`src/sv/diff_drive_odometry_unit_macros.svh`:
```
// assertion macros for the odometry unit
// no dependencies; expects clk and rst_n in the including scope
`ifndef DIFF_DRIVE_ODOMETRY_UNIT_MACROS_SVH
`define DIFF_DRIVE_ODOMETRY_UNIT_MACROS_SVH

// implication checked every clock edge outside reset
`define DDO_ASSERT_IMPL(name, ante, cons) \
    name: assert property (@(posedge clk) disable iff (!rst_n) (ante) |-> (cons)) \
        else $error("ddo assertion failed");

// condition that must never hold outside reset
`define DDO_ASSERT_NEVER(name, expr) \
    name: assert property (@(posedge clk) disable iff (!rst_n) !(expr)) \
        else $error("ddo assertion failed");

`endif

```
`src/sv/ddo_pkg.sv`:
```
// shared types, constants and helpers for the odometry unit
// no dependencies
package ddo_pkg;

    typedef struct packed {
        logic               opcode;
        logic signed [15:0] left_wheel_rate;
        logic signed [15:0] right_wheel_rate;
        logic [15:0]        tick_interval;
    } in_item_t;

    typedef struct packed {
        logic signed [31:0] pos_x;
        logic signed [31:0] pos_y;
        logic signed [31:0] heading_angle;
        logic signed [15:0] quat_z;
        logic signed [15:0] quat_w;
        logic signed [31:0] linear_speed;
        logic signed [31:0] turn_rate;
    } out_item_t;

    localparam logic OP_WHEEL = 1'b0;
    localparam logic OP_TICK  = 1'b1;

    localparam logic REG_WHEEL_RADIUS = 1'b0;
    localparam logic REG_WHEEL_TRACK  = 1'b1;

    localparam logic [15:0] RADIUS_RESET = 16'd6554;
    localparam logic [15:0] TRACK_RESET  = 16'd4915;

    localparam logic [29:0] INV_TWO_PI_Q32 = 30'd683565276;
    localparam logic signed [33:0] CORDIC_GAIN_Q30 = 34'sd652032875;
    localparam logic signed [33:0] ONE_Q30 = 34'sd1073741824;

    localparam int ATAN_DEPTH = 24;
    localparam logic [31:0] ATAN_BAM [ATAN_DEPTH] = '{
        32'd536870912, 32'd316933406, 32'd167458907, 32'd85004756,
        32'd42667331,  32'd21354465,  32'd10679838,  32'd5340245,
        32'd2670163,   32'd1335087,   32'd667544,    32'd333772,
        32'd166886,    32'd83443,     32'd41721,     32'd20861,
        32'd10430,     32'd5215,      32'd2608,      32'd1304,
        32'd652,       32'd326,       32'd163,       32'd81
    };

    // multiplier operations
    localparam logic [3:0] MUL_NONE = 4'd0;
    localparam logic [3:0] MUL_LIN  = 4'd1;
    localparam logic [3:0] MUL_NUM  = 4'd2;
    localparam logic [3:0] MUL_VDT  = 4'd3;
    localparam logic [3:0] MUL_ANG  = 4'd4;
    localparam logic [3:0] MUL_LO   = 4'd5;
    localparam logic [3:0] MUL_HI   = 4'd6;
    localparam logic [3:0] MUL_X    = 4'd7;
    localparam logic [3:0] MUL_Y    = 4'd8;

    localparam logic CORDIC_SEL_HEADING = 1'b0;
    localparam logic CORDIC_SEL_HALF    = 1'b1;

    typedef struct packed {
        logic       capture;
        logic [3:0] mul_op;
        logic       cordic_start;
        logic       cordic_sel;
        logic       div_start;
        logic       turn_direct;
        logic       turn_div;
        logic       load_out;
    } ddo_cmd_t;

    typedef struct packed {
        logic m_zero;
        logic track_zero;
        logic div_busy;
        logic cordic_busy;
        logic out_full;
    } ddo_status_t;

    // rounded arithmetic shift right, halves away from zero
    function automatic logic signed [67:0] rshr68(input logic signed [67:0] v,
                                                  input int unsigned s);
        logic [67:0] mag;
        logic [67:0] r;
        mag = v[67] ? 68'(-v) : 68'(v);
        r = (mag + (68'd1 << (s - 1))) >> s;
        return v[67] ? $signed(68'(-r)) : $signed(r);
    endfunction

    function automatic logic signed [31:0] sat40(input logic signed [39:0] v);
        if (v > 40'sd2147483647) return 32'sh7FFFFFFF;
        if (v < -40'sd2147483648) return 32'sh80000000;
        return v[31:0];
    endfunction

endpackage

```
`src/sv/ddo_ctrl.sv`:
```
// odometry sequencer: steps the shared multiplier, cordic and divider
// depends on ddo_pkg
module ddo_ctrl
    import ddo_pkg::*;
(
    input  logic        clk,
    input  logic        rst_n,
    input  logic        in_valid,
    input  logic        in_opcode,
    output logic        in_ready,
    input  ddo_status_t status,
    output ddo_cmd_t    cmd
);

    localparam logic [4:0] S_IDLE     = 5'd0;
    localparam logic [4:0] S_W_LIN    = 5'd1;
    localparam logic [4:0] S_W_NUM    = 5'd2;
    localparam logic [4:0] S_W_WB     = 5'd3;
    localparam logic [4:0] S_W_DECIDE = 5'd4;
    localparam logic [4:0] S_W_DIV    = 5'd5;
    localparam logic [4:0] S_T_VDT    = 5'd6;
    localparam logic [4:0] S_T_ANG    = 5'd7;
    localparam logic [4:0] S_T_GAP    = 5'd8;
    localparam logic [4:0] S_T_LO     = 5'd9;
    localparam logic [4:0] S_T_HI     = 5'd10;
    localparam logic [4:0] S_T_HEAD   = 5'd11;
    localparam logic [4:0] S_T_CWAIT  = 5'd12;
    localparam logic [4:0] S_T_X      = 5'd13;
    localparam logic [4:0] S_T_Y      = 5'd14;
    localparam logic [4:0] S_T_Q      = 5'd15;
    localparam logic [4:0] S_T_QWAIT  = 5'd16;
    localparam logic [4:0] S_T_OUT    = 5'd17;

    logic [4:0] state_reg, state_next;

    always_comb
    begin
        state_next = state_reg;
        cmd = '0;
        cmd.mul_op = MUL_NONE;
        in_ready = 1'b0;
        unique case (state_reg)
            S_IDLE:
            begin
                in_ready = 1'b1;
                cmd.capture = in_valid;
                if (in_valid)
                    state_next = (in_opcode == OP_TICK) ? S_T_VDT : S_W_LIN;
            end
            S_W_LIN:
            begin
                cmd.mul_op = MUL_LIN;
                state_next = S_W_NUM;
            end
            S_W_NUM:
            begin
                cmd.mul_op = MUL_NUM;
                state_next = S_W_WB;
            end
            S_W_WB:
                state_next = S_W_DECIDE;
            S_W_DECIDE:
            begin
                if (status.m_zero || status.track_zero)
                begin
                    cmd.turn_direct = 1'b1;
                    state_next = S_IDLE;
                end
                else
                begin
                    cmd.div_start = 1'b1;
                    state_next = S_W_DIV;
                end
            end
            S_W_DIV:
            begin
                if (!status.div_busy)
                begin
                    cmd.turn_div = 1'b1;
                    state_next = S_IDLE;
                end
            end
            S_T_VDT:
            begin
                cmd.mul_op = MUL_VDT;
                cmd.cordic_start = 1'b1;
                cmd.cordic_sel = CORDIC_SEL_HEADING;
                state_next = S_T_ANG;
            end
            S_T_ANG:
            begin
                cmd.mul_op = MUL_ANG;
                state_next = S_T_GAP;
            end
            S_T_GAP:
                state_next = S_T_LO;
            S_T_LO:
            begin
                cmd.mul_op = MUL_LO;
                state_next = S_T_HI;
            end
            S_T_HI:
            begin
                cmd.mul_op = MUL_HI;
                state_next = S_T_HEAD;
            end
            S_T_HEAD:
                state_next = S_T_CWAIT;
            S_T_CWAIT:
            begin
                if (!status.cordic_busy)
                    state_next = S_T_X;
            end
            S_T_X:
            begin
                cmd.mul_op = MUL_X;
                state_next = S_T_Y;
            end
            S_T_Y:
            begin
                cmd.mul_op = MUL_Y;
                state_next = S_T_Q;
            end
            S_T_Q:
            begin
                cmd.cordic_start = 1'b1;
                cmd.cordic_sel = CORDIC_SEL_HALF;
                state_next = S_T_QWAIT;
            end
            S_T_QWAIT:
            begin
                if (!status.cordic_busy)
                    state_next = S_T_OUT;
            end
            S_T_OUT:
            begin
                if (!status.out_full)
                begin
                    cmd.load_out = 1'b1;
                    state_next = S_IDLE;
                end
            end
            default:
                state_next = S_IDLE;
        endcase
    end

    always_ff @(posedge clk or negedge rst_n)
    begin
        if (!rst_n)
            state_reg <= S_IDLE;
        else
            state_reg <= state_next;
    end

endmodule

```
`config.mk`:
```
export PLATFORM = sky130hd
export DESIGN_NAME = ddo_ctrl
export DESIGN_NICKNAME = d
export VERILOG_FILES = /design/src/sv/diff_drive_odometry_unit_macros.svh /design/src/sv/ddo_pkg.sv /design/src/sv/ddo_ctrl.sv
export SDC_FILE = /design/constraint.sdc
export NUM_CORES = 1
export LEC_CHECK = 0
export BUFFER_PORTS_ARGS = -buffer_cell sky130_fd_sc_hd__buf_4
export CORE_MARGIN = 10
export CORE_UTILIZATION = 30
export DETAILED_ROUTE_END_ITERATION = 10
export PLACE_DENSITY = 0.6
export SETUP_SLACK_MARGIN = 0.3
export SYNTH_ARGS = -nofsm -noshare
export SYNTH_HDL_FRONTEND = slang
export SYNTH_SLANG_ARGS = --single-unit
```
`constraint.sdc`:
```
create_clock -name clk -period 3.7 [get_ports clk]
set_clock_uncertainty 0.1 [all_clocks]
set_input_delay 0.37 -clock clk [delete_from_list [all_inputs] [get_ports clk]]
set_output_delay 0.37 -clock clk [all_outputs]
set_load 0.01 [all_outputs]
```
==> impl_metrics.csv, run 1 <==
group,metric,value,unit
outcome,status,"finished, final reports clean",
timing,period_share,64.43,%
route,viasPerCell,5.246,
worst_setup_path,required,3.23,ns
pwr,power_density,783.8,nW/µm²
floorplan,num_rows,16,
timing,worst_slew_pin_slew,0.7042,ns
final_layout,largest_reg_flops,5,
global_route,grt_usage,8.028,%
timing,rsz0062_at_grt,"false",
cts,cts_resized,0,
timing,final_hold_viol_count,0,
synthesis,yosysMostFrequentCell,"nor2_1",
synthesis,syn_area_per_cell,7.587,µm²
synthesis,synth_top_cells_by_area,"dfrtp_1 21%, buf_2 5.1%, nand3b_1 5.1%, nor2_1 5.1%, nor3_1 4.2%",
worst_setup_path,crit_path_top_delay_cell,"dfrtp_1",
timing,fmaxAchievable,419.5,MHz
worst_setup_path,path_delay_family,"simple AND/OR/NAND/NOR gates",
min_path,hold_path_class,"in2reg",
global_route,met2_usage,11.82,%
placement,place.gp.congestion,0.7459,
global_route,busiest_layer,"met2",
floorplan,num_io_pins,21,
cts,cts.sinks,5,
floorplan,die_h,64.42,µm
synthesis,synth.top_cell.area_share,21.14,%
route,wirelength,1.592,mm
floorplan,dieArea,4149,µm²
floorplan,die_w,64.42,µm
worst_setup_path,critPathKind,"reg2out",
run,drv_cap,0,
cts,cts_inserted_buffers,3,
worst_setup_path,crit_path_end_kind,"output port",
synthesis,syn_nets,87,
synthesis,yosys-top-cells-count,"8 x nor2_1, 6 x buf_2, 5 x dfrtp_1, 5 x nor3_1",
global_route,met3_usage,3.780,%
synthesis,yosysWarnings,0,
global_route,antenna_found_initial,0,
cts,cts-root-buf,"clkbuf_4",
global_route,grt_pass1_wl,2.704,mm
cts,clock_latency,0.25,ns
cts,clockBufferDepth,2,
synthesis,ys_seq_area_share,21.14,%
floorplan,initial_utilization,30.79,%
final_layout,antenna_cells,0,
route,drc,0,
cts,h-tree-depth,1,
pwr,vdd_drop_max,441.2,µV
timing,relSlewSlack,53.05,%
route,drtPass1Iterations,3,
timing,setup_tns,0,ns
timing,drv_slew,0,
global_route,grt_pass1_vias,596,
floorplan,design.core.area,1922,µm²
worst_setup_path,path_cells,"or2_1 -> or3b_1 -> nor3b_1 -> buf_4",
route,antenna_left,0,
timing,period_minus_slack,2.384,ns
worst_setup_path,critPathMaxFanout,17,
global_route,grt_max_degree,26,
final_layout,post-route-util,39.71,%
synthesis,synth_edf_count,0,
synthesis,yosysTopAreaCell,"dfrtp_1",
synthesis,syn_inst,78,
synthesis,synth_top_flop_cell,"dfrtp_1",
placement,numPortBuffers,20,
synthesis,ys_ff_latch,5,
placement,post-dp-hpwl,1.133,mm
global_route,grt_use_met1,9.145,%
final_layout,syn_to_final_growth,28.96,%
synthesis,synth_cell_types,33,
timing,finalSetupViolCount,0,
cts,cts_tree,"yes",
worst_setup_path,crit_arrival,1.91,ns
final_layout,layout-drive-gt1-share,26.32,%
route,vias,640,
final_layout,finalNetCount,105,
global_route,grt-ovfl-total,0,
route,wl_per_cell,13.05,µm
pwr,p_leak,0.0003115,µW
worst_setup_path,start_kind,"flip-flop",
synthesis,syn_area,591.8,µm²
synthesis,async_reset_ff_share,100.0,%
worst_setup_path,critical_path_buf_inv_count,1,
worst_setup_path,critPathMaxStageDelay,0.55,ns
cts,cts.clk_slew.worst_paths,0.04,ns
route,drt_first_iter_violations,11,
area by class of cell:
class / count / area (µm²)
Fill cell: 207 / 1159
Sequential cell: 5 / 125.1
Inverter: 1 / 3.754
Multi-Input combinational cell: 64 / 414.1
Tap cell: 27 / 33.78
Timing Repair Buffer: 21 / 160.2
Clock buffer: 4 / 26.28
layout by cell type (no fill, tap or decap), types with 3 or more instances in the layout:
cell type	n
nor2_1	8
o21ai_0	3
a21oi_1	4
nor3_1	5
buf_4	20
nand2_1	4
nor3b_1	3
dfrtp_1	5
clkbuf_4	3
nand3b_1	4
nand2b_1	3
per-layer routing:
layer  vias up  wire (µm)
li1        321          -
met1       297        737
met2        17        725
met3         5         90
met4         0         39
met5         -          0
path summary, 6_finish.rpt:
| check | from | end | slack (ns) | cells past startpoint |
|---|---|---|---|---|
| max reg2reg | state_reg[4] | state_reg[0] | 1.92 | 4 |
| min in group asynchronous | rst_n | state_reg[1] | 0.35 | 2 |
| min reg2reg | state_reg[4] | state_reg[3] | 0.68 | 1 |
| min | status[0] | state_reg[4] | 0.33 | 3 |
| max | state_reg[3] | cmd[0] | 1.32 | 4 |
| max in group asynchronous | rst_n | state_reg[3] | 3.04 | 2 |
stage by stage:
| stage | total power [µW] | instances | setup slack [ns] | cell area, µm² | hold slack [ns] |
|---|---|---|---|---|---|
| detailed placement | 534.9 | 117 | 1.612 | 726.9 | 0.07334 |
| global placement | 534.7 | 117 | 1.635 | 726.9 | 0.07326 |
| CTS | 603.7 | 122 | 1.324 | 763.2 | 0.3230 |
| finish | 598.2 | 122 | 1.316 | 763.2 | 0.3259 |
| floorplan | 435.2 | 78 | 1.853 | 591.8 | -0.02559 |
| global route | 667.9 | 122 | 1.185 | 763.2 | 0.3453 |
kinds of logic after synthesis:
family	Yosys count	synth area share, %
AOI/OAI and AO/OA	17	18.82
xor gates and xnor gates	2	2.960
buffers and inverters	9	8.879
DFF	5	21.14
muxes	2	3.383
and+or+nand+nor	43	44.82
worst register-to-register path: cells and delay by family, from the launching register on:
family,cells,cell delay [ns]
simple gates,2,0.69
compound gates,2,0.30
flops,1,0.57
report_power, final:
group | switching [µW] | leakage, µW | internal (µW) | total [µW]
Clock | 24.3 | 0.0000150 | 40.9 | 65.1
Sequential | 113 | 0.0000626 | 78.6 | 191
Combinational | 151 | 0.000234 | 190 | 342
Total | 288 | 0.000312 | 310 | 598
what timing repair did:
item / in CTS / in global routing
endpoints found under the hold margin: 5 / 0
hold buffers: 1 / 0
setup buffers: 0 / 0
No activity file was read; power rests on OpenSTA's default activity.
==> run 2, diff against run 1 <==
--- a/config.mk
+++ b/config.mk
@@ -5,6 +5,7 @@
 export SDC_FILE = /design/constraint.sdc
 export NUM_CORES = 1
 export LEC_CHECK = 0
+export ABC_AREA = 1
 export BUFFER_PORTS_ARGS = -buffer_cell sky130_fd_sc_hd__buf_4
 export CORE_MARGIN = 10
 export CORE_UTILIZATION = 30
==> constraint.sdc (replaced) <==
create_clock -name clk -period 2.4 [get_ports clk]
set_clock_uncertainty 0.1 [all_clocks]
set_input_delay 0.24 -clock clk [delete_from_list [all_inputs] [get_ports clk]]
set_output_delay 0.24 -clock clk [all_outputs]
set_load 0.01 [all_outputs]
==> run 2 against run 1 <==
Against the previous run: count of clock-buffer cells in the layout did not move; setup slack got worse by 0.76 ns; largest cell class unchanged; global-route usage rose by 0.69 points; via count rose by 16%; largest power group unchanged; sequential share of layout area fell by 0.91 points.
==> impl_metrics.csv, run 2 <==
group,metric,value,unit
cts,cts_resized,0,
floorplan,num_io_pins,21,
synthesis,synth_edf_count,0,
cts,cts_inserted_buffers,3,
worst_setup_path,r2r_cells,9,
route,wirelength,1.823,mm
run,drv_cap,0,
floorplan,die_w,64.37,µm
cts,cts.sinks,5,
worst_setup_path,crit_path_end_kind,"output port",
min_path,hold_path_class,"in2async",
cts,cts.clk_slew.worst_paths,0.04,ns
final_layout,layout-drive-gt1-share,31.50,%
timing,worst_slew_pin_slew,0.2661,ns
route,drt_first_iter_violations,16,
floorplan,design.core.area,1802,µm²
timing,final_hold_viol_count,0,
pwr,seqPwrFrac,21.0,%
route,drc,0,
synthesis,ys_ff_latch,5,
placement,numPortBuffers,20,
pwr,clkPwrFrac,11.4,%
pwr,power_density,1037,nW/µm²
worst_setup_path,critPathMaxFanout,6,
pwr,p_total,838.1,µW
final_layout,syn_to_final_growth,36.86,%
global_route,grt_pass1_vias,718,
timing,finalSetupViolCount,0,
timing,drv_slew,0,
pwr,power_frac_comb,67.6,%
final_layout,antenna_cells,0,
synthesis,async_reset_ff_share,100.0,%
cts,clock_latency,0.24,ns
placement,place.gp.congestion,0.9152,
floorplan,die_h,64.37,µm
cts,clockBufferDepth,2,
synthesis,yosysMostFrequentCell,"nand2_1",
worst_setup_path,crit_arrival,1.50,ns
synthesis,yosys-top-cells-count,"29 x nand2_1, 14 x inv_1, 11 x nor2_1, 7 x nand3_1",
synthesis,synth_cell_types,20,
worst_setup_path,r2r_end,"state_reg[2]",
synthesis,ys_seq_area_share,21.19,%
timing,fmaxAchievable,542.4,MHz
synthesis,syn_area,590.6,µm²
timing,rsz0062_at_grt,"false",
route,antenna_left,0,
cts,cts-root-buf,"clkbuf_4",
pwr,p_int,394.0,µW
final_layout,final_common_cell,"nand2_1",
floorplan,num_rows,15,
synthesis,synth_top_cells_by_area,"dfrtp_1 21%, nand2_1 18%, inv_1 8.9%, nor2_1 7.0%, nand3_2 6.8%",
worst_setup_path,reg2reg_setup_slack,0.94,ns
synthesis,syn_inst,102,
route,viasPerCell,4.875,
final_layout,finalNetCount,137,
global_route,grt_pass1_wl,3.022,mm
outcome,status,"finished, final reports clean",
floorplan,dieArea,4144,µm²
worst_setup_path,critPathKind,"reg2out",
global_route,grt_usage,8.720,%
worst_setup_path,required,2.06,ns
timing,relSlewSlack,82.20,%
cts,cts_tree,"yes",
worst_setup_path,r2r-start,"state_reg[4]",
synthesis,synth.top_cell.area_share,21.19,%
synthesis,yosysTopAreaCell,"dfrtp_1",
worst_setup_path,start_kind,"flip-flop",
global_route,antenna_found_initial,0,
cts,cts_setup_buffers,0,
synthesis,yosysWarnings,0,
route,vias,741,
final_layout,fillCellCount,205,
placement,post-dp-hpwl,1.582,mm
pwr,p_leak,0.0004809,µW
synthesis,synth_top_flop_cell,"dfrtp_1",
pwr,switching_share,52.99,%
route,drtPass1Iterations,4,
global_route,grt-ovfl-total,0,
final_layout,largest_reg_flops,5,
cts,h-tree-depth,1,
timing,period_minus_slack,1.844,ns
final_layout,final_cell_mix,"29 x nand2_1, 20 x buf_4, 14 x inv_1",
pwr,net-switching-power,444.1,µW
floorplan,initial_utilization,32.78,%
cts,cts_hold_buf,1,
global_route,grt_max_degree,11,
route,wl_per_cell,11.99,µm
timing,period_share,76.82,%
timing,setup_tns,0,ns
synthesis,syn_area_per_cell,5.790,µm²
synthesis,syn_nets,111,
pwr,vdd_drop_max,539.7,µV
==> run 2: power by group through the flow <==
| stage | Sequential (µW) | Combinational (µW) | Clock, µW |
|---|---|---|---|
| detailed placement | 175 | 568 | 0 |
| CTS | 174 | 573 | 101 |
| global placement | 174 | 566 | 0 |
| finish | 176 | 567 | 95.7 |
| floorplan | 166 | 389 | 0 |
| global route | 181 | 646 | 105 |
==> run 2: layout make-up <==
| cell class | count | area (µm²) | share of cell area [%] |
|---|---|---|---|
| clock buffers | 4 | 26.28 | 3.251 |
| inverters | 19 | 71.32 | 8.824 |
| multi-input cells | 78 | 394.1 | 48.76 |
| flip-flops and latches | 5 | 125.1 | 15.48 |
| well taps | 25 | 31.28 | 3.870 |
| repair buffers | 21 | 160.2 | 19.81 |
==> run 2: critical path, cell delays in order, from the launching register on <==
cell	delay [ns]
dfrtp_1	0.46
nor2_1	0.20
nand2_1	0.13
inv_1	0.11
nand2_1	0.10
o21ai_0	0.10
buf_4	0.16
==> run 2: cell families (layout without fill, tap and decap cells) <==
group | Yosys count | count (layout) | share of synthesized area [%]
AO/OA/AOI/OAI | 10 | 10 | 9.533
AND/OR/NAND/NOR | 68 | 68 | 57.20
flip-flops | 5 | 5 | 21.19
buffers and inverters | 19 | 44 | 12.07
==> run 2: metrics by stage <==
step / utilization [%] / std cells / area (µm²) / hold WS, ns / setup WS, ns
after global placement: 42.85 / 147 / 772.0 / -0.05249 / 0.8405
after detailed placement: 42.85 / 147 / 772.0 / -0.05317 / 0.8222
final: 44.86 / 152 / 808.3 / 0.2359 / 0.5564
after CTS: 44.86 / 152 / 808.3 / 0.2231 / 0.5533
after global routing: 44.86 / 152 / 808.3 / 0.2485 / 0.4134
after floorplan: - / 102 / 590.6 / -0.1556 / 1.025
==> run 2: how the worst max path moves through the flow <==
stage	cells after the start	slack, ns	endpoint	from
after floorplan	5	1.02	cmd[10]	state_reg[1]
after detailed placement	6	0.82	cmd[6]	state_reg[4]
after global placement	6	0.84	cmd[6]	state_reg[4]
final	6	0.56	cmd[6]	state_reg[4]
after CTS	6	0.55	cmd[6]	state_reg[4]
after global routing	6	0.41	cmd[6]	state_reg[4]
==> run 2: per-layer routing <==
| layer | up-vias | share of wire (%) | GRT usage (%) |
|---|---|---|---|
| li1 | 379 | - | - |
| met1 | 324 | 46 | 10.52 |
| met2 | 34 | 41 | 13.18 |
| met3 | 4 | 11 | 3.136 |
| met4 | 0 | 1.8 | 4.545 |
| met5 | - | 0 | 0 |
